<file path="config.mk">
export PLATFORM = sky130hd
export DESIGN_NAME = lz77_queue
export DESIGN_NICKNAME = d
export VERILOG_FILES = /design/src/hw/rtl/lz77_pkg.sv /design/src/hw/rtl/lz77_queue.sv
export SDC_FILE = /design/constraint.sdc
export NUM_CORES = 1
export LEC_CHECK = 0
export ABC_AREA = 1
export BUFFER_PORTS_ARGS = -buffer_cell sky130_fd_sc_hd__buf_2
export CAP_MARGIN = 0
export CORE_UTILIZATION = 40
export DETAILED_ROUTE_END_ITERATION = 6
export PLACE_DENSITY = 0.73
export REMOVE_ABC_BUFFERS = 1
export SKIP_CTS_REPAIR_TIMING = 1
export SLEW_MARGIN = 20
export SYNTH_ARGS = -nofsm -noshare
export SYNTH_HDL_FRONTEND = slang
export SYNTH_SLANG_ARGS = --single-unit
</file>
<file path="constraint.sdc">
create_clock -name clk -period 4.6 [get_ports clk]
set_input_delay 0.46 -clock clk [delete_from_list [all_inputs] [get_ports clk]]
set_output_delay 0.46 -clock clk [all_outputs]
set_load 0.01 [all_outputs]
</file>
<file path="src/hw/rtl/lz77_pkg.sv">
// ============================================================================
// lz77_pkg
// Shared types and constants of the LZ77 token decoder.
// ============================================================================
package lz77_pkg;

    // history ring
    localparam int HIST_DEPTH = 4096;
    localparam int PTR_W      = $clog2(HIST_DEPTH);
    localparam int CNT_W      = PTR_W + 1;

    // window register
    localparam int WIN_W           = 4;
    localparam logic [WIN_W-1:0] WIN_BITS_RESET = 4'd12;
    localparam logic [WIN_W-1:0] WIN_BITS_MAX   = 4'd12;
    localparam logic [PTR_W-1:0] WIN_SMALL_SIZE = PTR_W'(HIST_DEPTH / 2);

    // token fields
    localparam int BYTE_W = 8;
    localparam int LEN_W  = 5;
    localparam int OFF_W  = 12;
    localparam logic [LEN_W-1:0] LEN_MIN = 5'd2;
    localparam logic [LEN_W-1:0] LEN_MAX = 5'd16;

    localparam int IN_TDATA_W  = 32;
    localparam int OUT_TDATA_W = 8;

    // input command codes (carried on s_axis_tuser)
    localparam logic [1:0] CMD_LIT  = 2'd0;
    localparam logic [1:0] CMD_COPY = 2'd1;
    localparam logic [1:0] CMD_END  = 2'd2;
    localparam logic [1:0] CMD_RSV  = 2'd3;

    // result status codes (carried on m_axis_tuser)
    localparam logic [1:0] ST_DATA = 2'd0;
    localparam logic [1:0] ST_END  = 2'd1;
    localparam logic [1:0] ST_ERR  = 2'd2;

    // classified operation handed from front to back
    typedef enum logic [1:0] {
        OP_LIT  = 2'd0,
        OP_COPY = 2'd1,
        OP_END  = 2'd2,
        OP_ERR  = 2'd3
    } op_t;

    typedef struct packed {
        op_t              op;
        logic [BYTE_W-1:0] lit;
        logic [LEN_W-1:0]  len;
        logic [OFF_W-1:0]  off;
    } tok_t;

    // token queue
    localparam int QDEPTH = 2;
    localparam int QPTR_W = $clog2(QDEPTH);

    typedef struct packed {
        logic full;
        logic empty;
    } q_stat_t;

endpackage

</file>
<file path="src/hw/rtl/lz77_queue.sv">
// ============================================================================
// lz77_queue
// Short token queue between the classifying front and the executing back.
// ============================================================================
module lz77_queue
(
    input  logic            clk,
    input  logic            rst_n,
    input  logic            push,
    input  lz77_pkg::tok_t  din,
    input  logic            pop,
    output lz77_pkg::tok_t  dout,
    output lz77_pkg::q_stat_t stat
);
    import lz77_pkg::*;

    tok_t               entry_reg [QDEPTH];
    logic [QPTR_W-1:0]  wr_ptr_reg, wr_ptr_next;
    logic [QPTR_W-1:0]  rd_ptr_reg, rd_ptr_next;
    logic [QPTR_W:0]    fill_reg, fill_next;

    always_comb
    begin
        wr_ptr_next = wr_ptr_reg;
        rd_ptr_next = rd_ptr_reg;
        fill_next   = fill_reg;
        if (push)
        begin
            wr_ptr_next = (wr_ptr_reg == QPTR_W'(QDEPTH - 1)) ? '0 : wr_ptr_reg + 1'b1;
        end
        if (pop)
        begin
            rd_ptr_next = (rd_ptr_reg == QPTR_W'(QDEPTH - 1)) ? '0 : rd_ptr_reg + 1'b1;
        end
        if (push && !pop)
        begin
            fill_next = fill_reg + 1'b1;
        end
        else if (pop && !push)
        begin
            fill_next = fill_reg - 1'b1;
        end
    end

    always_ff @(posedge clk or negedge rst_n)
    begin
        if (!rst_n)
        begin
            wr_ptr_reg <= '0;
            rd_ptr_reg <= '0;
            fill_reg   <= '0;
        end
        else
        begin
            wr_ptr_reg <= wr_ptr_next;
            rd_ptr_reg <= rd_ptr_next;
            fill_reg   <= fill_next;
        end
    end

    always_ff @(posedge clk)
    begin
        if (push)
        begin
            entry_reg[wr_ptr_reg] <= din;
        end
    end

    assign dout       = entry_reg[rd_ptr_reg];
    assign stat.full  = (fill_reg == (QPTR_W+1)'(QDEPTH));
    assign stat.empty = (fill_reg == '0);

endmodule

</file>
* Word level (Yosys, flattened, before mapping)
Memory sizes are Yosys's and may differ from the RTL's. Index checks and enable logic that the tools add are counted. Widths: inputs -> output; s select.
Storage, ports and cells: output and inout port bits 29, memory bits (read-only) 0, memories 1, RAM bits 54, latch bits 0, bits in registers 4
Operators by class: reductions and logical operators 6, equal/unequal tests 1, order comparisons 0, add/sub/neg operators 4, shifts and indexed selects 0, div/mod/pow operators 0, muxes and demuxes 6, bitwise logic cells 0, multipliers 0
Memories:
- entry_reg | depth 2, bits a word 27, read ports 1, clocked after memory_dff 0, wr ports 1, line lz77_queue.sv:17 | tok_t entry_reg [QDEPTH];
Operators with widths (number):
- $mux 1 | 4
- $mux 2 | 2
- $add 1x1->1 const B | 2
- $add 2x1->2 const B | 1
- $eq 2x2->1 const B | 1
- $logic_and 1x1->1 | 2
- $logic_not 1->1 | 2
- $logic_not 2->1 | 1
- $reduce_bool 2->1 | 1
- $sub 2x1->2 const B | 1

* Longest topological paths before layout
Gate-level depths: netlist of run 1.
depth after elaboration 4, mapped depth 7

* Least setup slack after synthesis of run 1
OpenSTA, ideal clock, no wires.
path kind in2reg, start point in push, end point mem entry_reg[0][0] (netlist name) (enable), data required time 4.189 ns, stages on the path 2, path slack 2.548 ns, data arrival time 1.641 ns, library setup time 0.411 ns, cells stage by stage inv_1 -> nor2_1
On the way: cells in the longest elaborated chain, start to end 2
Ends and longest elaborated chain:
- start, declared | line lz77_queue.sv:9 | input logic push,
- $mux 1 | line lz77_queue.sv:63 | if (push)
- $mux 1 (not written as such) | line lz77_queue.sv:65 | entry_reg[wr_ptr_reg] <= din;
- end, declared | line lz77_queue.sv:17
Every way passes these cells.

==> impl_metrics.env, run 1 <==
export IMPL_ios=60
export IMPL_wl_per_cell_um=14.77
export IMPL_hp_start="din[21]"
export IMPL_ys_seq_area_frac=0.7636
export IMPL_overflow=0
export IMPL_antennaDiodeCount=0
export IMPL_start_util=0.4278
export IMPL_grt_pass1_vias=1291
export IMPL_dieArea_mm2=0.005941
export IMPL_fmax_ghz=0.4848
export IMPL_cts_htree_levels=3
export IMPL_gp_congestion=0.6889
export IMPL_ys_seq_elements=58
export IMPL_power_density_mw_per_mm2=601.8
export IMPL_power_frac_comb=0.306
export IMPL_nets=211
export IMPL_finalSetupTns_ns=0
export IMPL_skew_ns=0.004091
export IMPL_synth_cells=109
export IMPL_core_area_mm2=0.005270
export IMPL_layout_drive_gt1_share=0.5519
export IMPL_antenna_left=0
export IMPL_regArea_mm2=0.001722
export IMPL_synth_edf_count=54
export IMPL_crit_slowest_cell="buf_4"
export IMPL_status="complete, no violations"
export IMPL_worst_slew_pin_slew_ns=1.065
export IMPL_grt_max_degree=29
export IMPL_rows=26
export IMPL_worstHoldPathType="primary input to flip-flop"
export IMPL_dr_pass1_iters=3
export IMPL_largest_reg_flops=54
export IMPL_worst_ep_required_time_ns=4.14
export IMPL_setup_worst_path_end_class="output pin"
export IMPL_async_flop_share=0.06897
export IMPL_cp_max_fo=28
export IMPL_syn_to_final_growth_pct=23.70
export IMPL_syn_cell_area_mm2=0.002255
export IMPL_cts_sinks=58
export IMPL_p_clk_frac=0.251
export IMPL_cp_cell_sequence="buf_4, mux2_2, buf_2"
export IMPL_place_ws_ns=2.724
export IMPL_peakVddDrop_mv=0.1990
export IMPL_dr_first_iter_drc_count=45
export IMPL_leakagePower_nw=1.157
export IMPL_dr_total_vias=1160
export IMPL_vias_per_cell=4.585
export IMPL_setup_ws_ns=2.537
export IMPL_numPortBuffers=59
export IMPL_start_kind="flip-flop"
export IMPL_clk_latency_ns=0.32
export IMPL_crit_buf_inv=2
export IMPL_grt_pass1_wl_mm=5.878
export IMPL_relSlewSlack=0.2892
export IMPL_cts_buffers=9
export IMPL_yosys_top_cells_area="edfxtp_1 (72%), mux2_4 (13%), dfrtp_1 (4.4%)"
export IMPL_setup_worst_path_start="rd_ptr_reg$_DFFE_PN0P_"
export IMPL_root_buffer="clkbuf_8"
export IMPL_maxCapViolations=0
export IMPL_cp_top_family="buffers and inverters"
export IMPL_die_h_um=77.08
export IMPL_finalCritPeriodShare=0.4484
export IMPL_synth_top_area_cell="edfxtp_1"
export IMPL_crit_arrival_ns=1.60
export IMPL_yosysWarningCount=0
export IMPL_ys_types=14
export IMPL_period_needed_ns=2.063
export IMPL_hold_viol=0
export IMPL_die_width_um=77.08
export IMPL_pwr_share_seq=0.443
export IMPL_track_usage=0.1370
export IMPL_nFillCells=438
export IMPL_p_int_mw=1.206
export IMPL_r2r_start="wr_ptr_reg$_DFFE_PN0P_"
export IMPL_power_net_switching_mw=0.4725
export IMPL_clockBufferDepth=2
export IMPL_drv_slew=0
export IMPL_routed_wl_mm=3.738
export IMPL_multi_input_area_um2=457.9
export IMPL_drc=0
export IMPL_ys_dominant_reg_cell="edfxtp_1"
export IMPL_syn_area_per_cell_um2=20.68
export IMPL_critPathMaxStageDelay_ns=0.40
export IMPL_dp_hpwl_mm=2.515
export IMPL_synth_top_area_share=0.7192
export IMPL_swShare=0.2815
export IMPL_antenna_found_initial=0
export IMPL_clkSlewWorstSetupHoldPaths_ns=0.06
export IMPL_cts_tree="built"
export IMPL_path_class="flip-flop to output pin"
export IMPL_setup_viol=0
export IMPL_rsz0062_at_grt="no"
## cell usage after synthesis (2+ instances only)
cell type  instances
edfxtp_1          54
mux2_4            19
mux2_2             8
inv_1              7
nand2_1            5
dfrtp_1            4
nor2_1             3
buf_12             2
xor2_1             2
## layout make-up
class / count / area share
flip-flops and latches: 58 / 0.6173
repair buffers: 62 / 0.1148
clock inverters: 4 / 0.01570
clock buffers: 11 / 0.04711
inverters: 7 / 0.009421
multi-input cells: 41 / 0.1642
well taps: 70 / 0.03140
## logic make-up (layout without fill, tap and decap cells)
kind of cell | after synthesis | after routing | synth area share
buf+inv | 10 | 84 | 0.03441
simple gates | 10 | 10 | 0.01831
flops | 58 | 58 | 0.7636
fa+ha+maj | 1 | 1 | 0.005549
mux | 27 | 27 | 0.1665
xor+xnor | 3 | 3 | 0.01166
## worst paths after layout
kind,depth (start not counted),slack [ns],end
max,3,2.54,dout[18]
min,1,0.32,entry_reg[0][21]$_DFFE_PP_
max reg2reg,2,2.97,entry_reg[1][9]$_DFFE_PP_
min reg2reg,1,0.53,wr_ptr_reg$_DFFE_PN0P_
max in group asynchronous,2,4.00,fill_reg[1]$_DFFE_PN0P_
min in group asynchronous,2,0.48,wr_ptr_reg$_DFFE_PN0P_
## power groups by stage
stage / Sequential (mW) / Clock, mW / Combinational [mW]
final: 0.744 / 0.421 / 0.514
after global routing: 0.754 / 0.454 / 0.551
after CTS: 0.745 / 0.434 / 0.524
after detailed placement: 0.756 / 0 / 0.523
after global placement: 0.745 / 0 / 0.508
after floorplan: 0.787 / 0 / 0.307
## stage by stage
stage	hold slack, ns	cell area, µm²	total power [mW]	util	instances
floorplan	0.1644	2203	1.094	-	106
global placement	0.2635	2604	1.253	0.4941	237
detailed placement	0.2723	2604	1.279	0.4941	237
CTS	-0.08033	2779	1.703	0.5273	252
global route	0.3130	2789	1.759	0.5292	253
finish	0.3243	2789	1.678	0.5292	253
## cell usage in the layout (no fill, tap or decap), drive strengths merged
master	Yosys	routed
nand3	1	1
bufinv	0	1
clkbuf	0	11
clkinv	0	3
buf	3	61
nor2	3	3
ha	1	1
mux2	27	27
nand2	5	5
xnor2	1	1
nand4	1	1
dfrtp	4	4
xor2	2	2
dlygate4sd3	0	1
edfxtp	54	54
inv	7	7
## routing by layer
layer  share of wire  GRT usage
met1            0.39     0.1468
met2            0.55     0.2339
met3           0.045    0.02976
met4           0.022     0.1075
met5               0          0
(Power assumes the default switching activity.)
==> inputs of run 2 (changes only) <==
--- a/config.mk
+++ b/config.mk
@@ -5,12 +5,12 @@
 export SDC_FILE = /design/constraint.sdc
 export NUM_CORES = 1
 export LEC_CHECK = 0
-export ABC_AREA = 1
+export ABC_AREA = 0
 export BUFFER_PORTS_ARGS = -buffer_cell sky130_fd_sc_hd__buf_2
 export CAP_MARGIN = 0
 export CORE_UTILIZATION = 40
 export DETAILED_ROUTE_END_ITERATION = 6
-export PLACE_DENSITY = 0.73
+export PLACE_DENSITY = 0.76
 export REMOVE_ABC_BUFFERS = 1
 export SKIP_CTS_REPAIR_TIMING = 1
 export SLEW_MARGIN = 20
==> constraint.sdc (replaced) <==
create_clock -name clk -period 1.8 [get_ports clk]
set_input_delay 0.18 -clock clk [delete_from_list [all_inputs] [get_ports clk]]
set_output_delay 0.18 -clock clk [all_outputs]
set_load 0.01 [all_outputs]
==> run 2 against run 1 <==
Against the previous run: total power grew to 2.6 times the previous value; synthesized cell count is 8.3% lower; area after synthesis is 0.89% lower; highest routed layer unchanged; largest cell class unchanged; first-iteration DRC count is 22% lower; sequential share of layout area is 0.87 points lower; critical path depth stayed put.
==> impl_metrics.env, run 2 <==
export IMPL_status="complete, no violations"
export IMPL_hold_slack_ns=0.04824
export IMPL_setup_viol=0
export IMPL_ys_top_cells_by_count="edfxtp_1 (54), mux2_4 (19), mux2_2 (8)"
export IMPL_overflow=0
export IMPL_final_cell_mix="buf_2 (59), edfxtp_1 (54), mux2_4 (19)"
export IMPL_hold_viol=0
export IMPL_worst_ep_required_time_ns=1.62
export IMPL_ys_types=13
export IMPL_synth_most_common_cell="edfxtp_1"
export IMPL_routed_wl_mm=3.581
export IMPL_path_class="flip-flop to output pin"
export IMPL_syn_to_final_growth_pct=26.60
export IMPL_numPortBuffers=59
export IMPL_die_width_um=76.75
export IMPL_worst_slew_pin_slew_ns=0.3163
export IMPL_grt_max_degree=25
export IMPL_dr_first_iter_drc_count=35
export IMPL_clk_latency_ns=0.32
export IMPL_layout_commonest_cell="buf_2"
export IMPL_wl_per_cell_um=14.50
export IMPL_ios=60
export IMPL_maxCapViolations=0
export IMPL_syn_area_per_cell_um2=22.35
export IMPL_start_kind="flip-flop"
export IMPL_leakagePower_nw=1.153
export IMPL_worstHoldPathType="primary input to flip-flop"
export IMPL_r2r_start="wr_ptr_reg$_DFFE_PN0P_"
export IMPL_yosys_top_cells_area="edfxtp_1 (73%), mux2_4 (13%), dfrtp_1 (4.5%)"
export IMPL_antennaDiodeCount=0
export IMPL_relSlewSlack=0.7882
export IMPL_start_util=0.4267
export IMPL_finalSetupTns_ns=0
export IMPL_vias_per_cell=4.494
export IMPL_syn_cell_area_mm2=0.002235
export IMPL_drv_slew=0
export IMPL_rows=26
export IMPL_cp_max_fo=24
export IMPL_cts_buffers=9
export IMPL_die_h_um=76.75
export IMPL_synth_top_area_cell="edfxtp_1"
export IMPL_skew_ns=0.003655
export IMPL_reg2reg_slack_ns=0.56
export IMPL_antenna_found_initial=0
export IMPL_root_buffer="clkbuf_8"
export IMPL_track_usage=0.1362
export IMPL_layout_drive_gt1_share=0.5932
export IMPL_cts_tree="built"
export IMPL_peakVddDrop_mv=0.7662
export IMPL_rsz0062_at_grt="no"
export IMPL_cts_sinks=58
export IMPL_nets=204
export IMPL_power_density_mw_per_mm2=1538
export IMPL_rr_endpoint="entry_reg[1][14]$_DFFE_PP_"
export IMPL_setup_worst_path_end_class="output pin"
export IMPL_largest_reg_flops=54
export IMPL_synth_edf_count=54
export IMPL_clkSlewWorstSetupHoldPaths_ns=0.06
export IMPL_gp_congestion=0.7117
export IMPL_dieArea_mm2=0.005890
export IMPL_dp_hpwl_mm=2.426
export IMPL_synth_top_area_share=0.7256
export IMPL_finalCritPeriodShare=0.9038
export IMPL_ys_seq_area_frac=0.7704
export IMPL_core_area_mm2=0.005238
export IMPL_antenna_left=0
export IMPL_grt_pass1_wl_mm=5.885
export IMPL_clockBufferDepth=2
export IMPL_reg2reg_depth=2
export IMPL_yosysWarningCount=0
export IMPL_ys_seq_elements=58
export IMPL_async_flop_share=0.06897
export IMPL_ys_dominant_reg_cell="edfxtp_1"
export IMPL_hold_path_end="entry_reg[0][7]$_DFFE_PP_"
export IMPL_crit_arrival_ns=1.45
export IMPL_grt_pass1_vias=1249
export IMPL_cts_htree_levels=3
export IMPL_dr_pass1_iters=3
export IMPL_nFillCells=414
export IMPL_hold_depth=1
export IMPL_dr_total_vias=1110
export IMPL_drc=0
export IMPL_hp_start="din[7]"
export IMPL_synth_cells=100
export IMPL_fmax_ghz=0.6147
export IMPL_period_needed_ns=1.627
-- run 2: cell count changes after synthesis --
| cell | delta |
|---|---|
| inv_1 | -6 |
| nand2_1 | -5 |
| nor2b_1 | +2 |
| xor2_1 | +2 |
| and2_1 | +1 |
| nand3_1 | -1 |
| nand4_1 | -1 |
| nor2_1 | -1 |
-- run 2: routing by layer --
layer  GRT usage  wire [µm]
met1      0.1527       1491
met2      0.2232       1815
met3     0.06548        235
met4     0.05192         40
met5           0          0
-- run 2: worst max-delay path by stage --
stage,from,to,slack (ns),cells past startpoint
finish,rd_ptr_reg$_DFFE_PN0P_,dout[16],0.17,3
global route,rd_ptr_reg$_DFFE_PN0P_,dout[18],0.12,3
CTS,rd_ptr_reg$_DFFE_PN0P_,dout[16],0.15,3
detailed placement,rd_ptr_reg$_DFFE_PN0P_,dout[18],0.51,3
global placement,rd_ptr_reg$_DFFE_PN0P_,dout[22],0.55,3
floorplan,wr_ptr_reg$_DFFE_PN0P_,entry_reg[0][0]$_DFFE_PP_,-0.24,1
-- run 2: final cells by class --
cell class	instances	area, µm²	area share
Clock buffer	14	172.7	0.06104
Clock inverter	2	10.01	0.003538
Inverter	1	3.754	0.001327
Multi-Input combinational cell	38	460.4	0.1628
Sequential cell	58	1722	0.6086
Tap cell	70	87.58	0.03096
Timing Repair Buffer	64	372.9	0.1318
-- run 2: critical path, cell delays in order, from the launching register on --
cell and delay [ns]:
dfrtp_1 0.40, buf_12 0.22, mux2_2 0.36, buf_2 0.14
-- run 2: logic make-up (layout without fill, tap and decap cells) --
kind of cell,count (synthesis),after routing,synth area share
xor gates and xnor gates,5,5,0.01960
muxes,27,27,0.1680
adders and majority gates,1,1,0.005598
and+or+nand+nor,5,5,0.01176
buffers and inverters,4,81,0.02463
DFF,58,58,0.7704
-- run 2: through the flow --
step	util	power [mW]	cells	cell area, µm²	setup WS (ns)
2_1_floorplan	-	2.790	97	2183	-0.2362
3_3_place_gp	0.5033	3.281	230	2636	0.5469
3_5_place_dp	0.5033	3.337	230	2636	0.5145
4_1_cts	0.5382	4.410	246	2819	0.1525
5_1_grt	0.5401	4.587	247	2829	0.1190
6_report	0.5401	4.350	247	2829	0.1731
-- run 2: power breakdown --
| part | internal (mW) | switching, mW | total, mW |
|---|---|---|---|
| registers | 1.80 | 0.102 | 1.90 |
| logic | 0.739 | 0.651 | 1.39 |
| clock network | 0.608 | 0.449 | 1.06 |
==> inputs of run 3 (changes only) <==
--- a/config.mk
+++ b/config.mk
@@ -7,10 +7,9 @@
 export LEC_CHECK = 0
 export ABC_AREA = 0
 export BUFFER_PORTS_ARGS = -buffer_cell sky130_fd_sc_hd__buf_2
-export CAP_MARGIN = 0
 export CORE_UTILIZATION = 40
 export DETAILED_ROUTE_END_ITERATION = 6
-export PLACE_DENSITY = 0.76
+export PLACE_DENSITY = 0.63
 export REMOVE_ABC_BUFFERS = 1
 export SKIP_CTS_REPAIR_TIMING = 1
 export SLEW_MARGIN = 20
==> constraint.sdc (replaced) <==
create_clock -name clk -period 1.3 [get_ports clk]
set_input_delay 0.13 -clock clk [delete_from_list [all_inputs] [get_ports clk]]
set_output_delay 0.13 -clock clk [all_outputs]
set_load 0.01 [all_outputs]
==> run 3 against run 2 <==
Against the previous run: the flow now finishes with violations (setup timing); sequential power grew 40%; global-route usage shrank 0.11 points; register-to-register slack lost 0.36 ns; clock skew is essentially flat; via count grew 11%; critical endpoint unchanged.
==> impl_metrics.env, run 3 (synthesis gave the netlist of run 2 again) <==
export IMPL_root_buffer="clkbuf_8"
export IMPL_utilization=0.6240
export IMPL_rows=26
export IMPL_setup_worst_path_start="rd_ptr_reg$_DFFE_PN0P_"
export IMPL_crit_buf_inv=2
export IMPL_power_density_mw_per_mm2=1982
export IMPL_core_area_mm2=0.005238
export IMPL_critPathMaxStageDelay_ns=0.44
export IMPL_clockBufferDepth=2
export IMPL_dp_cells=230
export IMPL_place_ws_ns=0.05379
export IMPL_clk_latency_ns=0.33
export IMPL_crit_arrival_ns=1.40
export IMPL_cp_cell_sequence="buf_12, mux2_2, buf_2"
export IMPL_maxCapViolations=0
export IMPL_drv_slew=0
export IMPL_start_kind="flip-flop"
export IMPL_syn_to_final_growth_pct=46.25
export IMPL_cts_htree_levels=3
export IMPL_wl_per_cell_um=14.40
export IMPL_largest_reg_flops=54
export IMPL_multi_input_area_um2=475.5
export IMPL_crit_slowest_cell="dfrtp_2"
export IMPL_final_cell_mix="edfxtp_1 (54), buf_2 (37), dlygate4sd3_1 (29)"
export IMPL_layout_commonest_cell="edfxtp_1"
export IMPL_ios=60
export IMPL_track_usage=0.1351
export IMPL_hp_start="push"
export IMPL_grt_max_degree=28
export IMPL_dr_pass1_iters=4
export IMPL_worstHoldPathType="primary input to flip-flop"
export IMPL_antenna_left=0
export IMPL_path_class="flip-flop to output pin"
export IMPL_finalCritPeriodShare=1.177
export IMPL_finalNonFillerCells=275
export IMPL_reg2reg_depth=2
export IMPL_setup_ws_ns=-0.2296
export IMPL_hold_slack_ns=0.03477
export IMPL_gp_congestion=0.6730
export IMPL_relSlewSlack=0.8901
export IMPL_nets=233
export IMPL_numPortBuffers=59
export IMPL_start_util=0.4267
export IMPL_layout_drive_gt1_share=0.5122
export IMPL_peakVddDrop_mv=0.9786
export IMPL_crit_cells=3
export IMPL_antennaDiodeCount=0
export IMPL_worst_ep_required_time_ns=1.17
export IMPL_period_needed_ns=1.530
export IMPL_clkSlewWorstSetupHoldPaths_ns=0.06
export IMPL_vias_per_cell=4.462
export IMPL_r2r_start="wr_ptr_reg$_DFFE_PN0P_"
export IMPL_routed_wl_mm=3.960
export IMPL_leakagePower_nw=1.333
export IMPL_dr_first_iter_drc_count=69
export IMPL_status="finished with violations"
export IMPL_skew_ns=0.003267
export IMPL_setup_viol=27
export IMPL_cts_tree="built"
export IMPL_rr_endpoint="entry_reg[0][10]$_DFFE_PP_"
export IMPL_cts_buffers=9
export IMPL_rsz0062_at_grt="yes"
export IMPL_die_h_um=76.75
export IMPL_fmax_ghz=0.6538
export IMPL_cp_max_fo=9
export IMPL_drc=0
export IMPL_grt_pass1_vias=1162
export IMPL_die_width_um=76.75
export IMPL_cp_top_family="flip-flops"
export IMPL_grt_pass1_wl_mm=5.644
export IMPL_dieArea_mm2=0.005890
export IMPL_hold_viol=0
export IMPL_violations="setup timing"
export IMPL_cts_sinks=58
export IMPL_worst_slew_pin_slew_ns=0.1649
export IMPL_dr_total_vias=1227
export IMPL_regArea_mm2=0.001723
export IMPL_antenna_found_initial=0
export IMPL_overflow=0
export IMPL_nFillCells=394
export IMPL_setup_worst_path_end_class="output pin"
export IMPL_crit_end="dout[16]"
export IMPL_reg2reg_slack_ns=0.20
-- run 3: where the power goes --
group          total, mW  switching (mW)  internal [mW]
clock               1.28           0.624          0.656
combinational       2.54            1.00           1.54
sequential          2.66           0.162           2.50
-- run 3: layout make-up --
cell class	instances	share of cell area
clock buffer	10	0.03905
tap	70	0.02680
inverter	1	0.001149
clock inverter	5	0.006891
timing repair buffer	93	0.2534
multi-input combinational	38	0.1455
sequential	58	0.5272
-- run 3: worst min path at each step --
| stage | end | cells past startpoint |
|---|---|---|
| after floorplan | fill_reg[0]$_DFFE_PN0P_ | 0 |
| after global placement | fill_reg[1]$_DFFE_PN0P_ | 1 |
| after detailed placement | fill_reg[1]$_DFFE_PN0P_ | 1 |
| after CTS | fill_reg[1]$_DFFE_PN0P_ | 1 |
| after global routing | wr_ptr_reg$_DFFE_PN0P_ | 2 |
| final | wr_ptr_reg$_DFFE_PN0P_ | 2 |
-- run 3: layer usage --
layer	global-route usage	vias up	routed length, µm
met4	0.08654	0	43
met5	0	-	0
li1	-	584	-
met1	0.1452	605	1638
met2	0.2125	34	2112
met3	0.06429	4	166
-- run 3: through the flow --
step | total power [mW] | instance area, µm² | setup TNS (ns)
2_1_floorplan | 3.864 | 2183 | -32.02
3_3_place_gp | 4.597 | 2649 | 0
3_5_place_dp | 4.657 | 2649 | 0
4_1_cts | 5.940 | 2799 | -6.760
5_1_grt | 6.802 | 3268 | -7.257
6_report | 6.477 | 3268 | -5.769
