$ cat config.mk
export PLATFORM = sky130hd
export DESIGN_NAME = lz77_front
export DESIGN_NICKNAME = d
export VERILOG_FILES = /design/src/hw/rtl/lz77_pkg.sv /design/src/hw/rtl/lz77_front.sv
export SDC_FILE = /design/constraint.sdc
export NUM_CORES = 1
export LEC_CHECK = 0
export ABC_AREA = 1
export BUFFER_PORTS_ARGS = -buffer_cell sky130_fd_sc_hd__buf_2
export CORE_MARGIN = 1
export CORE_UTILIZATION = 49
export DETAILED_ROUTE_END_ITERATION = 7
export MAX_ROUTING_LAYER = met4
export PLACE_DENSITY_LB_ADDON = 0.12
export SYNTH_ARGS = -nofsm -noshare
export SYNTH_HDL_FRONTEND = slang
export SYNTH_SLANG_ARGS = --single-unit
export TNS_END_PERCENT = 5
$ cat constraint.sdc
create_clock -name clk -period 4.1 [get_ports clk]
set_input_delay 0.615 -clock clk [delete_from_list [all_inputs] [get_ports clk]]
set_output_delay 0.615 -clock clk [all_outputs]
set_load 0.05 [all_outputs]
$ cat src/hw/rtl/lz77_pkg.sv
// ============================================================================
// lz77_pkg
// Shared types and constants of the LZ77 token decoder.
// ============================================================================
package lz77_pkg;

    // history ring
    localparam int HIST_DEPTH = 4096;
    localparam int PTR_W      = $clog2(HIST_DEPTH);
    localparam int CNT_W      = PTR_W + 1;

    // window register
    localparam int WIN_W           = 4;
    localparam logic [WIN_W-1:0] WIN_BITS_RESET = 4'd12;
    localparam logic [WIN_W-1:0] WIN_BITS_MAX   = 4'd12;
    localparam logic [PTR_W-1:0] WIN_SMALL_SIZE = PTR_W'(HIST_DEPTH / 2);

    // token fields
    localparam int BYTE_W = 8;
    localparam int LEN_W  = 5;
    localparam int OFF_W  = 12;
    localparam logic [LEN_W-1:0] LEN_MIN = 5'd2;
    localparam logic [LEN_W-1:0] LEN_MAX = 5'd16;

    localparam int IN_TDATA_W  = 32;
    localparam int OUT_TDATA_W = 8;

    // input command codes (carried on s_axis_tuser)
    localparam logic [1:0] CMD_LIT  = 2'd0;
    localparam logic [1:0] CMD_COPY = 2'd1;
    localparam logic [1:0] CMD_END  = 2'd2;
    localparam logic [1:0] CMD_RSV  = 2'd3;

    // result status codes (carried on m_axis_tuser)
    localparam logic [1:0] ST_DATA = 2'd0;
    localparam logic [1:0] ST_END  = 2'd1;
    localparam logic [1:0] ST_ERR  = 2'd2;

    // classified operation handed from front to back
    typedef enum logic [1:0] {
        OP_LIT  = 2'd0,
        OP_COPY = 2'd1,
        OP_END  = 2'd2,
        OP_ERR  = 2'd3
    } op_t;

    typedef struct packed {
        op_t              op;
        logic [BYTE_W-1:0] lit;
        logic [LEN_W-1:0]  len;
        logic [OFF_W-1:0]  off;
    } tok_t;

    // token queue
    localparam int QDEPTH = 2;
    localparam int QPTR_W = $clog2(QDEPTH);

    typedef struct packed {
        logic full;
        logic empty;
    } q_stat_t;

endpackage

$ cat src/hw/rtl/lz77_front.sv
// ============================================================================
// lz77_front
// Accepts tokens, checks copy offsets against the window and the number of
// bytes produced so far, and queues classified operations.
// ============================================================================
module lz77_front
(
    input  logic                             clk,
    input  logic                             rst_n,
    input  logic                             s_axis_tvalid,
    output logic                             s_axis_tready,
    input  logic [lz77_pkg::IN_TDATA_W-1:0]  s_axis_tdata,
    input  logic [1:0]                       s_axis_tuser,
    input  logic                             cfg_valid,
    output logic                             cfg_ready,
    input  logic [lz77_pkg::WIN_W-1:0]       cfg_data,
    input  lz77_pkg::q_stat_t                q_stat,
    output logic                             q_push,
    output lz77_pkg::tok_t                   q_din
);
    import lz77_pkg::*;

    logic [WIN_W-1:0]   win_bits_reg;
    logic [CNT_W-1:0]   prod_reg, prod_next;

    logic               accept;
    logic [BYTE_W-1:0]  lit;
    logic [LEN_W-1:0]   len_raw, len_sat;
    logic [OFF_W-1:0]   off;
    logic               bad_off;
    logic [CNT_W:0]     prod_sum;
    logic [LEN_W-1:0]   add_len;

    assign lit     = s_axis_tdata[BYTE_W-1:0];
    assign len_raw = s_axis_tdata[BYTE_W +: LEN_W];
    assign off     = s_axis_tdata[BYTE_W+LEN_W +: OFF_W];

    assign s_axis_tready = !q_stat.full;
    assign cfg_ready     = 1'b1;
    assign accept        = s_axis_tvalid && s_axis_tready;

    always_comb
    begin
        priority if (len_raw < LEN_MIN)
        begin
            len_sat = LEN_MIN;
        end
        else if (len_raw > LEN_MAX)
        begin
            len_sat = LEN_MAX;
        end
        else
        begin
            len_sat = len_raw;
        end

        // window clamps to 2048 below 12 bits, else the whole ring
        bad_off = (off == '0)
               || ({1'b0, off} > prod_reg)
               || ((win_bits_reg < WIN_BITS_MAX) && (off > WIN_SMALL_SIZE));

        q_din.lit = lit;
        q_din.len = len_sat;
        q_din.off = off;
        q_push    = accept && (s_axis_tuser != CMD_RSV);
        add_len   = '0;
        unique case (s_axis_tuser)
            CMD_LIT:
            begin
                q_din.op = OP_LIT;
                add_len  = LEN_W'(1);
            end
            CMD_COPY:
            begin
                q_din.op = bad_off ? OP_ERR : OP_COPY;
                add_len  = bad_off ? '0 : len_sat;
            end
            CMD_END:
            begin
                q_din.op = OP_END;
            end
            default:
            begin
                q_din.op = OP_END;
            end
        endcase

        prod_sum  = {1'b0, prod_reg} + (CNT_W+1)'(add_len);
        prod_next = prod_reg;
        if (q_push)
        begin
            prod_next = (prod_sum > (CNT_W+1)'(HIST_DEPTH)) ? CNT_W'(HIST_DEPTH)
                                                            : prod_sum[CNT_W-1:0];
        end
    end

    always_ff @(posedge clk or negedge rst_n)
    begin
        if (!rst_n)
        begin
            win_bits_reg <= WIN_BITS_RESET;
            prod_reg     <= '0;
        end
        else
        begin
            if (cfg_valid && cfg_ready)
            begin
                win_bits_reg <= cfg_data;
            end
            prod_reg <= prod_next;
        end
    end

endmodule

; ---- Word-level counts from Yosys, hierarchy flattened
; Cells that the tools add are included.
[word_totals]
ff_bits = 17
input_bits = 44
out_inout_bits = 30
word_cells = 26
[op_classes]
n_addsub = 1
order_cmp = 6
n_eq_ne = 2
mux = 7
reduce_logical = 8
[op_table]
columns = op, n
row1 = 2-to-1 mux 5 bit, 3
row2 = adder 13 x 5 -> 14 bit, 1
row3 = "> comparator 14 x 13 -> 1 bit, second input constant", 1
row4 = > comparator 12 x 13 -> 1 bit, 1
row5 = 2-to-1 mux 13 bit, 1
row6 = "> comparator 12 bit, second input constant", 1
row7 = logical NOT 12 bit, 1
row8 = one-hot mux 5 bit (2 select lines), 1
row9 = "> comparator 5 bit, second input constant", 1
row10 = "less-than comparator 5 x 2 -> 1 bit, second input constant", 1
row11 = "less-than comparator 4 bit, second input constant", 1
row12 = one-hot mux 2 bit (2 select lines), 1
row13 = logical AND 1 bit, 3
row14 = "equality test 2 x 1 -> 1 bit, second input constant", 1
row15 = logical NOT 2 bit, 1
row16 = logical OR 1 bit, 2
row17 = 2-to-1 mux 2 bit, 1
row18 = "!= test 2 bit, second input constant", 1
row19 = logical NOT 1 bit, 1

; ---- Depth between registers and ports, before layout
; Gate-level depths: netlist of the first run.
[depth]
word_depth = 8
mapped_depth = 26
ltp_nobuf = 25

; ---- Worst setup path after synthesis of the first run
; Ideal clock, no wire load.
[synth_timing]
path_type = input to register
startpoint = input port s_axis_tdata[12] (netlist name)
endpoint = register prod_reg[2]
setup_ns = 0.066
t_arrival_ns = 3.615
required_time_ns = 4.034
setup_slack_ns = 0.419
path_stages = 20
n_path_buf = 1
path_cell_list = inv_1 > nand3_1 > inv_1 > nor3_1 > nand4_1 > nand2_1 > ha_1 > fa_1 > inv_1 > nand2_1 > nor2_1 > nand3_1 > nor2_1 > nand3_1 > nor2_1 > nand3_1 > nand2_2 > buf_6 > nand2_1 > nand2_1
[synth_lines]
columns = element, line_no
row1 = "start, declared", lz77_front.sv:12  ; input logic [lz77_pkg::IN_TDATA_W-1:0] s_axis_tdata,
row2 = "end signal, assigned", lz77_front.sv:110  ; prod_reg <= prod_next;
row3 = "end, declared", lz77_front.sv:24  ; logic [CNT_W-1:0] prod_reg, prod_next;

; ---- Final worst setup path of the first run
[layout_timing]
startpoint = input port s_axis_tdata[15] (netlist name)
endpoint = register prod_reg[7]
[layout_between]
elab_chain_cells = 8
elab_cells_between_ends = 11
cone_classes = add/sub: 1 / order compare: 3 / mux: 3 / reduce/logical: 4
[layout_rtl]
columns = element, line_no
row1 = "> comparator 12 x 13 -> 1 bit, or another cell as far along", lz77_front.sv:59  ; || ({1'b0, off} > prod_reg)
row2 = logical OR 1 bit / logical AND 1 bit (equally long branches), "lz77_front.sv:59, lz77_front.sv:60"
row3 = logical OR 1 bit (*), lz77_front.sv:60  ; || ((win_bits_reg < WIN_BITS_MAX) && (off > WIN_SMALL_SIZE));
row4 = 2-to-1 mux 5 bit (*), lz77_front.sv:76  ; add_len = bad_off ? '0 : len_sat;
row5 = one-hot mux 5 bit (2 select lines) (*), lz77_front.sv:67  ; unique case (s_axis_tuser)
row6 = adder 13 x 5 -> 14 bit (*), lz77_front.sv:88  ; prod_sum = {1'b0, prod_reg} + (CNT_W+1)'(add_len);
row7 = > comparator 14 x 13 -> 1 bit, lz77_front.sv:92  ; prod_next = (prod_sum > (CNT_W+1)'(HIST_DEPTH)) ? CNT_W'(HIST_DEPTH)
row8 = 2-to-1 mux 13 bit (*), lz77_front.sv:92
; Every way passes the cells marked *; elsewhere a longest branch is shown, timed or not.
; A chain may end at the register's enable or synchronous reset.

==> qor.csv, run 1 <==
stage;metric;value;unit
worst_setup_path;Setup CP Type;in -> reg;
die;Die X;62.75;µm
synth;Yosys warnings;0;
synth;top cells by count, synth;nand2_1 (96), inv_1 (43), nor2_1 (30);
global_route;initial antenna violation count;0;
worst_setup_path;startpoint types;primary input;
worst_setup_path;Reg2Reg Capture Point;prod_reg[7];
cts;setup bufs post-CTS;0;
outcome;outcome;finished clean;
place;number of buffers added on ports;46;
pwr;LEAKAGE;0.001148;µW
worst_setup_path;reg2reg path depth;21;
synth;syn_nets;360;
cts;cts hold-fix bufs;0;
worst_setup_path;flop-to-flop setup slack;0.67;ns
worst_setup_path;worst-path maximum fanout;12;
synth;Post-Synthesis Cell Area;1808;µm²
cts;CTS Buf Count;3;
pwr;power per cell area;274.5;nW/µm²
timing;Setup-failing EPs final;0;
place;GPL Wtd Cong;0.8985;
detailed_routing;Post-Route M1 WL;2064;µm
timing;Final Cycle Share;85.27;%
worst_setup_path;worst r2r src;prod_reg[2];
cells_and_area;n_diodes;0;
detailed_routing;# DRC;0;
cts;clock network latency to the later pin of the worst-skew pair;0.25;ns
detailed_routing;Routed Antenna Nets;0;
detailed_routing;via count;1845;
flow_run;Max-Cap Viols;0;
detailed_routing;routed wl met2;1645;µm
synth;Synth async-reset ratio;100.0;%
global_route;largest net degree at the start of global routing;26;
die;core area;3442;µm²
cells_and_area;filler instances;359;
synth;predominant post-synthesis flop cell;dfrtp_1;
cells_and_area;fin nets;387;
worst_setup_path;Worst Setup SP;s_axis_tdata[15];
worst_setup_path;crit path DAT;3.69;ns
place;Place WS;0.2892;ns
global_route;vias in the first global route;1589;
timing;setup ws final;0.6039;ns
hold_path;worst min path class;in -> async;
die;IO Pins;74;
detailed_routing;vias per cell;4.986;
timing;Final Max Slew Viols;0;
synth;synthesized instance count;298;
cells_and_area;share of layout cells above drive strength 1;18.52;%
detailed_routing;Initial DRC Count;67;
global_route;Congestion Overflow GR;0;
synth;post-synthesis sequential area ratio;20.90;%
cts;CTS tree;done;
worst_setup_path;CP endpoint kind;register;
cts;root buffer cell;clkbuf_8;
cts;Clk pin slew, worst setup/hold paths;0.07;ns
pwr;VDD IR max;0.1673;mV
detailed_routing;Pre-antenna DRT Iters;4;
synth;Syn Area/Cell;6.067;µm²
timing;final worst path period need;3.496;ns
cts;number of clock sinks;15;
detailed_routing;WL met3;194;µm
detailed_routing;WL per Instance;10.67;µm
detailed_routing;WL final;3948;µm
detailed_routing;top sig layer;met4;
die;Die Ht;62.75;µm
global_route;first-pass GRT wire length;6810;µm
cts;post-cts resize count;0;
timing;RSZ-0062 raised after global routing;no;
synth;number of synthesized flops with an enable pin;0;
global_route;gr usage total;22.27;%
synth;dominant cell type by area after synthesis;nand2_1;
die;Initial Utilization;52.53;%
synth;Synth top area share;19.93;%
synth;most common cell in the netlist;nand2_1;
die;Die Area;3937;µm²
synth;synth top area cells;nand2_1 (20%), dfrtp_1 (18%), ha_1 (12%);
worst_setup_path;Worst EP required;4.29;ns
cells_and_area;P&R area growth vs syn;8.927;%
timing;fmax;0.2860;GHz
timing;final hold violation count;0;
cts;H-tree lvl count;1;
die;Cell Rows;21;
place;hpwl dp;3302;µm
timing;setup_tns;0;ns
cts;Bufs on Longest Clock Path;2;
cells_and_area;max reg flops;13;
timing;Clock Skews;0.004689;ns
synth;Unique masters post-synth;24;
synth;synthesized flop and latch total;15;
==> cell type report <==
| class | count | area (µm²) | share of cell area (%) |
|---|---|---|---|
| clock inverters | 1 | 5.005 | 0.2541 |
| repair buffers | 47 | 237.7 | 12.07 |
| flip-flops and latches | 15 | 377.9 | 19.19 |
| clock buffers | 3 | 41.29 | 2.097 |
| well taps | 46 | 57.56 | 2.922 |
| inverters | 43 | 161.4 | 8.196 |
| multi-input cells | 215 | 1089 | 55.27 |
==> metrics by stage <==
stage	utilization, %	total power [µW]	hold WS, ns	cells	instance area [µm²]
6_report	57.22	540.6	0.2583	370	1969
3_5_place_dp	55.87	418.5	0.4787	366	1923
4_1_cts	57.22	543.5	0.2735	370	1969
5_1_grt	57.22	583.5	0.2962	370	1969
3_3_place_gp	55.87	417.2	0.4713	366	1923
2_1_floorplan	-	389.3	0.3194	298	1808
==> cell usage in the layout, fill, tap and decap left out, types with 2 or more instances in the layout <==
cell type / count
nand4_1: 3
dfstp_2: 2
o21ai_0: 8
a21oi_1: 11
clkbuf_8: 3
nor3_1: 9
nand3_1: 27
nand2_2: 4
nand2_1: 96
nor2_1: 30
ha_1: 17
nor4_1: 2
inv_1: 43
buf_2: 46
dfrtp_1: 13
==> critical path: stages <==
cell	delay [ns]
buf_2	0.11
ha_1	0.30
a21oi_1	0.16
o21ai_0	0.10
o21ai_0	0.16
o2111ai_1	0.14
nand2_1	0.15
nand2_1	0.10
nor3_1	0.32
fa_1	0.48
inv_1	0.09
nand2_1	0.05
nor2_1	0.11
nand3_1	0.08
nor2_1	0.12
nand3_1	0.09
nor2_1	0.09
nand3_1	0.08
nand2_2	0.21
nand2_1	0.08
nand2_1	0.07
==> layer usage <==
metal  GRT usage (%)  vias up
met1           31.41      818
met2           34.24       47
li1                -      974
met5               -        -
met4           5.233        0
met3           2.190        6
==> power breakdown <==
part           internal, µW  total [µW]  switching (µW)  leakage, µW
Clock                  67.4         125            57.8    0.0000255
Combinational          73.5         233             160     0.000923
Sequential              165         182            17.6     0.000199
==> worst max path at each step <==
stage	end	slack [ns]	cells past startpoint
floorplan	prod_reg[2]	0.42	20
global placement	prod_reg[1]	0.30	21
detailed placement	prod_reg[0]	0.29	21
CTS	prod_reg[0]	0.55	21
global route	prod_reg[9]	0.16	21
finish	prod_reg[7]	0.60	21
==> kinds of logic after synthesis <==
family                   after synthesis  share of synthesized area, %
other                                  1                        0.2074
flip-flops                            15                         20.90
AO/OA/AOI/OAI                         23                         7.059
adder cells (fa/ha/maj)               18                         12.87
buffers and inverters                 68                         18.89
XOR/XNOR                               1                        0.4845
AND/OR/NAND/NOR                      172                         39.58
Note: power is estimated with default switching activity, not from simulation.
==> inputs of run 2 (changes only) <==
- ABC_CLOCK_PERIOD_IN_PS: not set -> 4100
- CELL_PAD_IN_SITES_DETAIL_PLACEMENT: not set -> 1
- CELL_PAD_IN_SITES_GLOBAL_PLACEMENT: not set -> 1
- CORE_UTILIZATION: 49 -> 32
==> qor.csv, run 2 (synthesized netlist as in run 1, its figures left out) <==
stage;metric;value;unit
outcome;outcome;finished clean;
worst_setup_path;worst r2r src;prod_reg[11];
place;GPL Wtd Cong;0.8168;
place;hpwl dp;4332;µm
detailed_routing;WL per Instance;13.04;µm
worst_setup_path;Critical Path Slowest Stage Cell;fa_1;
global_route;first-pass GRT wire length;8976;µm
place;Placed Area;1978;µm²
worst_setup_path;CP Cell Sequence;buf_2, ha_1, a21oi_1, o21ai_0, o21ai_0, o2111ai_1, nand2_1, nand2_1, nor3_1, buf_4, fa_1, inv_1, nand2_1, nor2_1, nand3_1, nor2_1, nand3_1, nor2_1, nand3_1, nand2_4, nand2_1, nand2_1;
detailed_routing;via count;1846;
cells_and_area;n_diodes;0;
worst_setup_path;reg2reg path depth;24;
cells_and_area;fin nets;390;
die;Die X;77.17;µm
worst_setup_path;worst path bufs/invs;3;
cts;Clk pin slew, worst setup/hold paths;0.08;ns
hold_path;worst min path class;in -> async;
global_route;vias in the first global route;1891;
timing;final hold violation count;0;
detailed_routing;vias per cell;4.627;
detailed_routing;# DRC;0;
cells_and_area;commonest non-fill, non-tap cell in the layout;nand2_1;
cells_and_area;Post-Layout Inst Area;2032;µm²
pwr;power per cell area;279.4;nW/µm²
cells_and_area;most frequent cells in the layout;nand2_1 (96), buf_2 (46), inv_1 (43);
cells_and_area;P&R area growth vs syn;12.39;%
timing;Setup-failing EPs final;0;
pwr;Int Power;311.2;µW
cts;clock network latency to the later pin of the worst-skew pair;0.26;ns
worst_setup_path;startpoint types;primary input;
die;Die Ht;77.17;µm
pwr;logic gate share of total power;44.3;%
pwr;Flop pwr share;31.9;%
die;Cell Rows;27;
detailed_routing;WL final;5203;µm
detailed_routing;Pre-antenna DRT Iters;4;
worst_setup_path;family with the most delay on the worst path;simple AND/OR/NAND/NOR gates;
worst_setup_path;Max stage delay on crit path;0.41;ns
timing;final worst path period need;3.604;ns
cells_and_area;share of layout cells above drive strength 1;19.27;%
worst_setup_path;Worst EP required;4.30;ns
timing;RSZ-0062 raised after global routing;no;
cts;cts hold-fix bufs;0;
die;Initial Utilization;33.04;%
global_route;initial antenna violation count;0;
pwr;clock share of power;23.8;%
cells_and_area;filler instances;775;
worst_setup_path;CP endpoint kind;register;
detailed_routing;Initial DRC Count;36;
worst_setup_path;Setup CP Type;in -> reg;
cts;Bufs on Longest Clock Path;2;
cts;CTS Buf Count;3;
cts;root buffer cell;clkbuf_8;
flow_run;Max-Cap Viols;0;
timing;fmax;0.2774;GHz
worst_setup_path;worst-path maximum fanout;12;
global_route;gr usage total;19.47;%
detailed_routing;Routed Antenna Nets;0;
die;Die Area;5954;µm²
pwr;Sw Ratio;45.19;%
global_route;largest net degree at the start of global routing;26;
worst_setup_path;crit path DAT;3.80;ns
global_route;Congestion Overflow GR;0;
die;IO Pins;74;
timing;Final Max Slew Viols;0;
place;number of buffers added on ports;46;
timing;Clock Skews;0.007221;ns
pwr;Sw Pwr;256.5;µW
pwr;LEAKAGE;0.001162;µW
die;core area;5473;µm²
pwr;VDD IR max;0.1182;mV
worst_setup_path;Reg2Reg Capture Point;prod_reg[1];
cts;setup bufs post-CTS;0;
timing;Final Cycle Share;87.91;%
worst_setup_path;flop-to-flop setup slack;0.56;ns
timing;setup_tns;0;ns
cts;CTS tree;done;
cts;number of clock sinks;15;
worst_setup_path;Top cell by count, worst path;nand2_1;
cts;H-tree lvl count;1;
cells_and_area;max reg flops;13;
==> run 2: changes by cell type in the layout (fill, tap and decap cells not counted), sizes merged <==
| cell | previous run | this run |
|---|---|---|
| buf | 47 | 50 |
| clkinv | 1 | 0 |
| clkinvlp | 0 | 1 |
==> run 2: final cells by class <==
class / instances / area, µm² / area share [%]
timing repair buffer: 50 / 260.3 / 12.81
sequential: 15 / 377.9 / 18.60
clock buffer: 3 / 41.29 / 2.032
clock inverter: 1 / 7.507 / 0.3695
inverter: 43 / 161.4 / 7.943
tap: 72 / 90.09 / 4.433
multi-input combinational: 215 / 1094 / 53.82
==> run 2: power by group through the flow <==
| stage | combinational (µW) | sequential (µW) | clock, µW |
|---|---|---|---|
| after floorplan | 211 | 178 | 0 |
| after global placement | 245 | 186 | 0 |
| after detailed placement | 250 | 185 | 0 |
| after CTS | 251 | 182 | 141 |
| after global routing | 291 | 184 | 145 |
| final | 251 | 181 | 135 |
==> run 2: how the worst max path moves through the flow <==
stage / startpoint / end / cells past startpoint
2_1_floorplan: s_axis_tdata[12] / prod_reg[2] / 20
3_3_place_gp: s_axis_tdata[15] / prod_reg[11] / 21
3_5_place_dp: s_axis_tdata[15] / prod_reg[2] / 22
4_1_cts: s_axis_tdata[15] / prod_reg[2] / 22
5_1_grt: s_axis_tdata[15] / prod_reg[3] / 22
6_report: s_axis_tdata[15] / prod_reg[1] / 22
==> run 2: through the flow <==
step / cells / hold WS [ns] / power (µW) / utilization (%) / setup WS, ns
finish: 399 / 0.2753 / 567.7 / 37.13 / 0.4955
global route: 399 / 0.2926 / 620.1 / 37.13 / 0.06396
CTS: 399 / 0.2781 / 574.8 / 37.04 / 0.3926
detailed placement: 395 / 0.4884 / 434.7 / 36.15 / 0.1557
global placement: 395 / 0.4874 / 430.6 / 36.15 / 0.1913
floorplan: 298 / 0.3194 / 389.3 / - / 0.4190
==> run 2: per-layer routing <==
layer	global-route usage, %	vias to the layer above	part of all wire (%)
met5	-	-	0
met4	3.019	0	0.48
met3	2.976	2	2.4
met2	33.19	21	49
met1	24.60	847	48
li1	-	976	-
==> run 2: timing repair <==
item / in CTS / in global routing
endpoints found under the setup margin: 0 / 2
endpoints found under the hold margin: 0 / 0
gates resized for setup: 0 / 1
==> inputs of run 3 (changes only) <==
- ABC_AREA: 1 -> 0
- CORE_UTILIZATION: 32 -> 33
==> qor.csv, run 3 <==
stage;metric;value;unit
hold_path;worst min path class;in -> async;
worst_setup_path;worst-path maximum fanout;7;
detailed_routing;WL final;4058;µm
die;Initial Utilization;34.91;%
pwr;LEAKAGE;0.0008419;µW
detailed_routing;# DRC;18;
pwr;VDD IR max;0.1436;mV
cts;H-tree lvl count;1;
detailed_routing;Pre-antenna DRT Iters;6;
cells_and_area;final cell count without fillers;262;
die;Die X;70.57;µm
worst_setup_path;Critical Path Slowest Stage Cell;dfrtp_1;
cells_and_area;share of layout cells above drive strength 1;33.33;%
cells_and_area;Post-Layout Inst Area;1742;µm²
cells_and_area;most frequent cells in the layout;buf_2 (46), ha_1 (17), nor2_1 (16);
flow_run;Max-Cap Viols;0;
worst_setup_path;CP Cell Sequence;inv_1, ha_1, a21o_1, a21o_1, a21oi_1, o22ai_1, o21a_1, o22ai_1, ha_1, fa_1, a21oi_2, o22a_2, nor3_4, mux2_4, and2_4, nor2_2;
synth;syn_nets;243;
synth;Post-Synthesis Cell Area;1551;µm²
cts;Bufs on Longest Clock Path;2;
detailed_routing;Initial DRC Count;59;
synth;Syn Area/Cell;8.572;µm²
global_route;Congestion Overflow GR;0;
global_route;vias in the first global route;1425;
outcome;failing checks;design-rule violations;
cells_and_area;max reg flops;13;
global_route;gr usage total;17.76;%
synth;synth top area cells;dfrtp_1 (21%), ha_1 (14%), buf_4 (10%);
synth;Synth top area share;20.97;%
synth;Unique masters post-synth;47;
timing;setup_tns;0;ns
global_route;initial antenna violation count;0;
place;GPL Wtd Cong;0.8261;
die;Cell Rows;24;
worst_setup_path;startpoint types;register;
cells_and_area;n_diodes;0;
timing;Setup-failing EPs final;0;
worst_setup_path;Max stage delay on crit path;0.40;ns
synth;top cells by count, synth;buf_4 (21), ha_1 (17), nor2_1 (16);
pwr;Sw Ratio;41.61;%
worst_setup_path;CP endpoint kind;register;
synth;post-synthesis sequential area ratio;24.35;%
worst_setup_path;worst path bufs/invs;1;
place;Placed Area;1697;µm²
cts;cts hold-fix bufs;0;
pwr;power per cell area;339.5;nW/µm²
timing;WHS;0.2676;ns
pwr;Flop pwr share;34.4;%
worst_setup_path;worst r2r src;prod_reg[6];
place;hpwl dp;3496;µm
synth;synthesized instance count;181;
synth;Yosys warnings;0;
worst_setup_path;Reg2Reg Capture Point;prod_reg[10];
synth;most common cell in the netlist;buf_4;
synth;number of synthesized flops with an enable pin;0;
timing;Final Cycle Share;91.28;%
cts;CTS tree;done;
place;placed insts;258;
timing;RSZ-0062 raised after global routing;no;
timing;Clock Skews;0.004384;ns
worst_setup_path;family with the most delay on the worst path;compound AO/OA/AOI/OAI gates;
place;number of buffers added on ports;46;
cts;root buffer cell;clkbuf_8;
detailed_routing;vias per cell;5.198;
cells_and_area;commonest non-fill, non-tap cell in the layout;buf_2;
synth;Synth async-reset ratio;100.0;%
cts;clock network latency to the later pin of the worst-skew pair;0.25;ns
cells_and_area;P&R area growth vs syn;12.26;%
pwr;Int Power;345.2;µW
pwr;logic gate share of total power;44.0;%
timing;final hold violation count;0;
detailed_routing;Routed Antenna Nets;0;
timing;fmax;0.2672;GHz
synth;synthesized flop and latch total;15;
cts;post-cts resize count;0;
die;IO Pins;74;
timing;final worst path period need;3.743;ns
worst_setup_path;Worst EP required;4.28;ns
synth;predominant post-synthesis flop cell;dfrtp_1;
outcome;outcome;finished with violations;
detailed_routing;WL per Instance;15.49;µm
cts;number of clock sinks;15;
worst_setup_path;reg2reg path depth;16;
die;Die Area;4979;µm²
cells_and_area;fin nets;273;
pwr;Sw Pwr;246.0;µW
global_route;first-pass GRT wire length;6775;µm
cts;Clk pin slew, worst setup/hold paths;0.07;ns
worst_setup_path;crit path DAT;3.92;ns
cts;setup bufs post-CTS;0;
worst_setup_path;Setup CP Type;reg -> reg;
detailed_routing;via count;1362;
die;Die Ht;70.57;µm
timing;Final Max Slew Viols;0;
worst_setup_path;flop-to-flop setup slack;0.36;ns
synth;dominant cell type by area after synthesis;dfrtp_1;
pwr;clock share of power;21.6;%
die;core area;4444;µm²
global_route;largest net degree at the start of global routing;16;
cts;CTS Buf Count;3;
run 3: power by group through the flow:
stage,Clock [µW],Combinational (µW),Sequential [µW]
finish,127,260,204
detailed placement,0,263,208
floorplan,0,221,197
global placement,0,250,206
CTS,128,265,205
global route,133,295,209
run 3: cell families (layout without fill, tap and decap cells):
group	count (synthesis)	after routing	synth area share, %
multiplexers	6	6	4.435
adder cells (fa/ha/maj)	18	18	15.00
XOR/XNOR	7	7	3.952
AO/OA/AOI/OAI	34	34	15.89
AND/OR/NAND/NOR	63	63	22.10
flip-flops	15	15	24.35
buffers and inverters	37	66	14.03
other	1	1	0.2417
run 3: how the worst max path moves through the flow:
stage	startpoint	end	depth (start not counted)
after detailed placement	s_axis_tdata[19]	prod_reg[10]	16
after floorplan	s_axis_tdata[10]	prod_reg[9]	12
after global routing	prod_reg[6]	prod_reg[8]	16
after CTS	prod_reg[6]	prod_reg[10]	16
final	prod_reg[6]	prod_reg[10]	16
after global placement	s_axis_tdata[19]	prod_reg[5]	16
run 3: through the flow:
step | worst slack, ns | utilization [%] | power (µW)
floorplan | 0.2407 | - | 417.4
global placement | 0.1701 | 38.18 | 456.6
detailed placement | 0.1030 | 38.18 | 471.7
CTS | 0.3098 | 39.19 | 597.9
global route | 0.1407 | 39.19 | 636.5
finish | 0.3573 | 39.19 | 591.2
run 3: worst reg2reg max path: stages, from the launching register on:
cell and delay (ns):
dfrtp_1 0.40, inv_1 0.16, ha_1 0.28, a21o_1 0.18
a21o_1 0.16, a21oi_1 0.16, o22ai_1 0.11, o21a_1 0.23
o22ai_1 0.21, ha_1 0.28, fa_1 0.25, a21oi_2 0.08
o22a_2 0.28, nor3_4 0.22, mux2_4 0.37, and2_4 0.20
nor2_2 0.10
run 3: metal layers:
metal | vias to the layer above | GRT usage, % | wire length, µm
met5 | - | - | 0
met4 | 0 | 4.444 | 34
met3 | 8 | 1.994 | 218
met2 | 44 | 31.07 | 1912
met1 | 637 | 21.96 | 1892
li1 | 673 | - | -
run 3: cell type report:
cell class / instances / area [µm²]
fillers: 551 / 2703
inverters: 14 / 52.55
repair buffers: 48 / 245.2
well taps: 52 / 65.06
flip-flops and latches: 15 / 377.9
multi-input cells: 129 / 955.9
clock buffers: 4 / 45.04
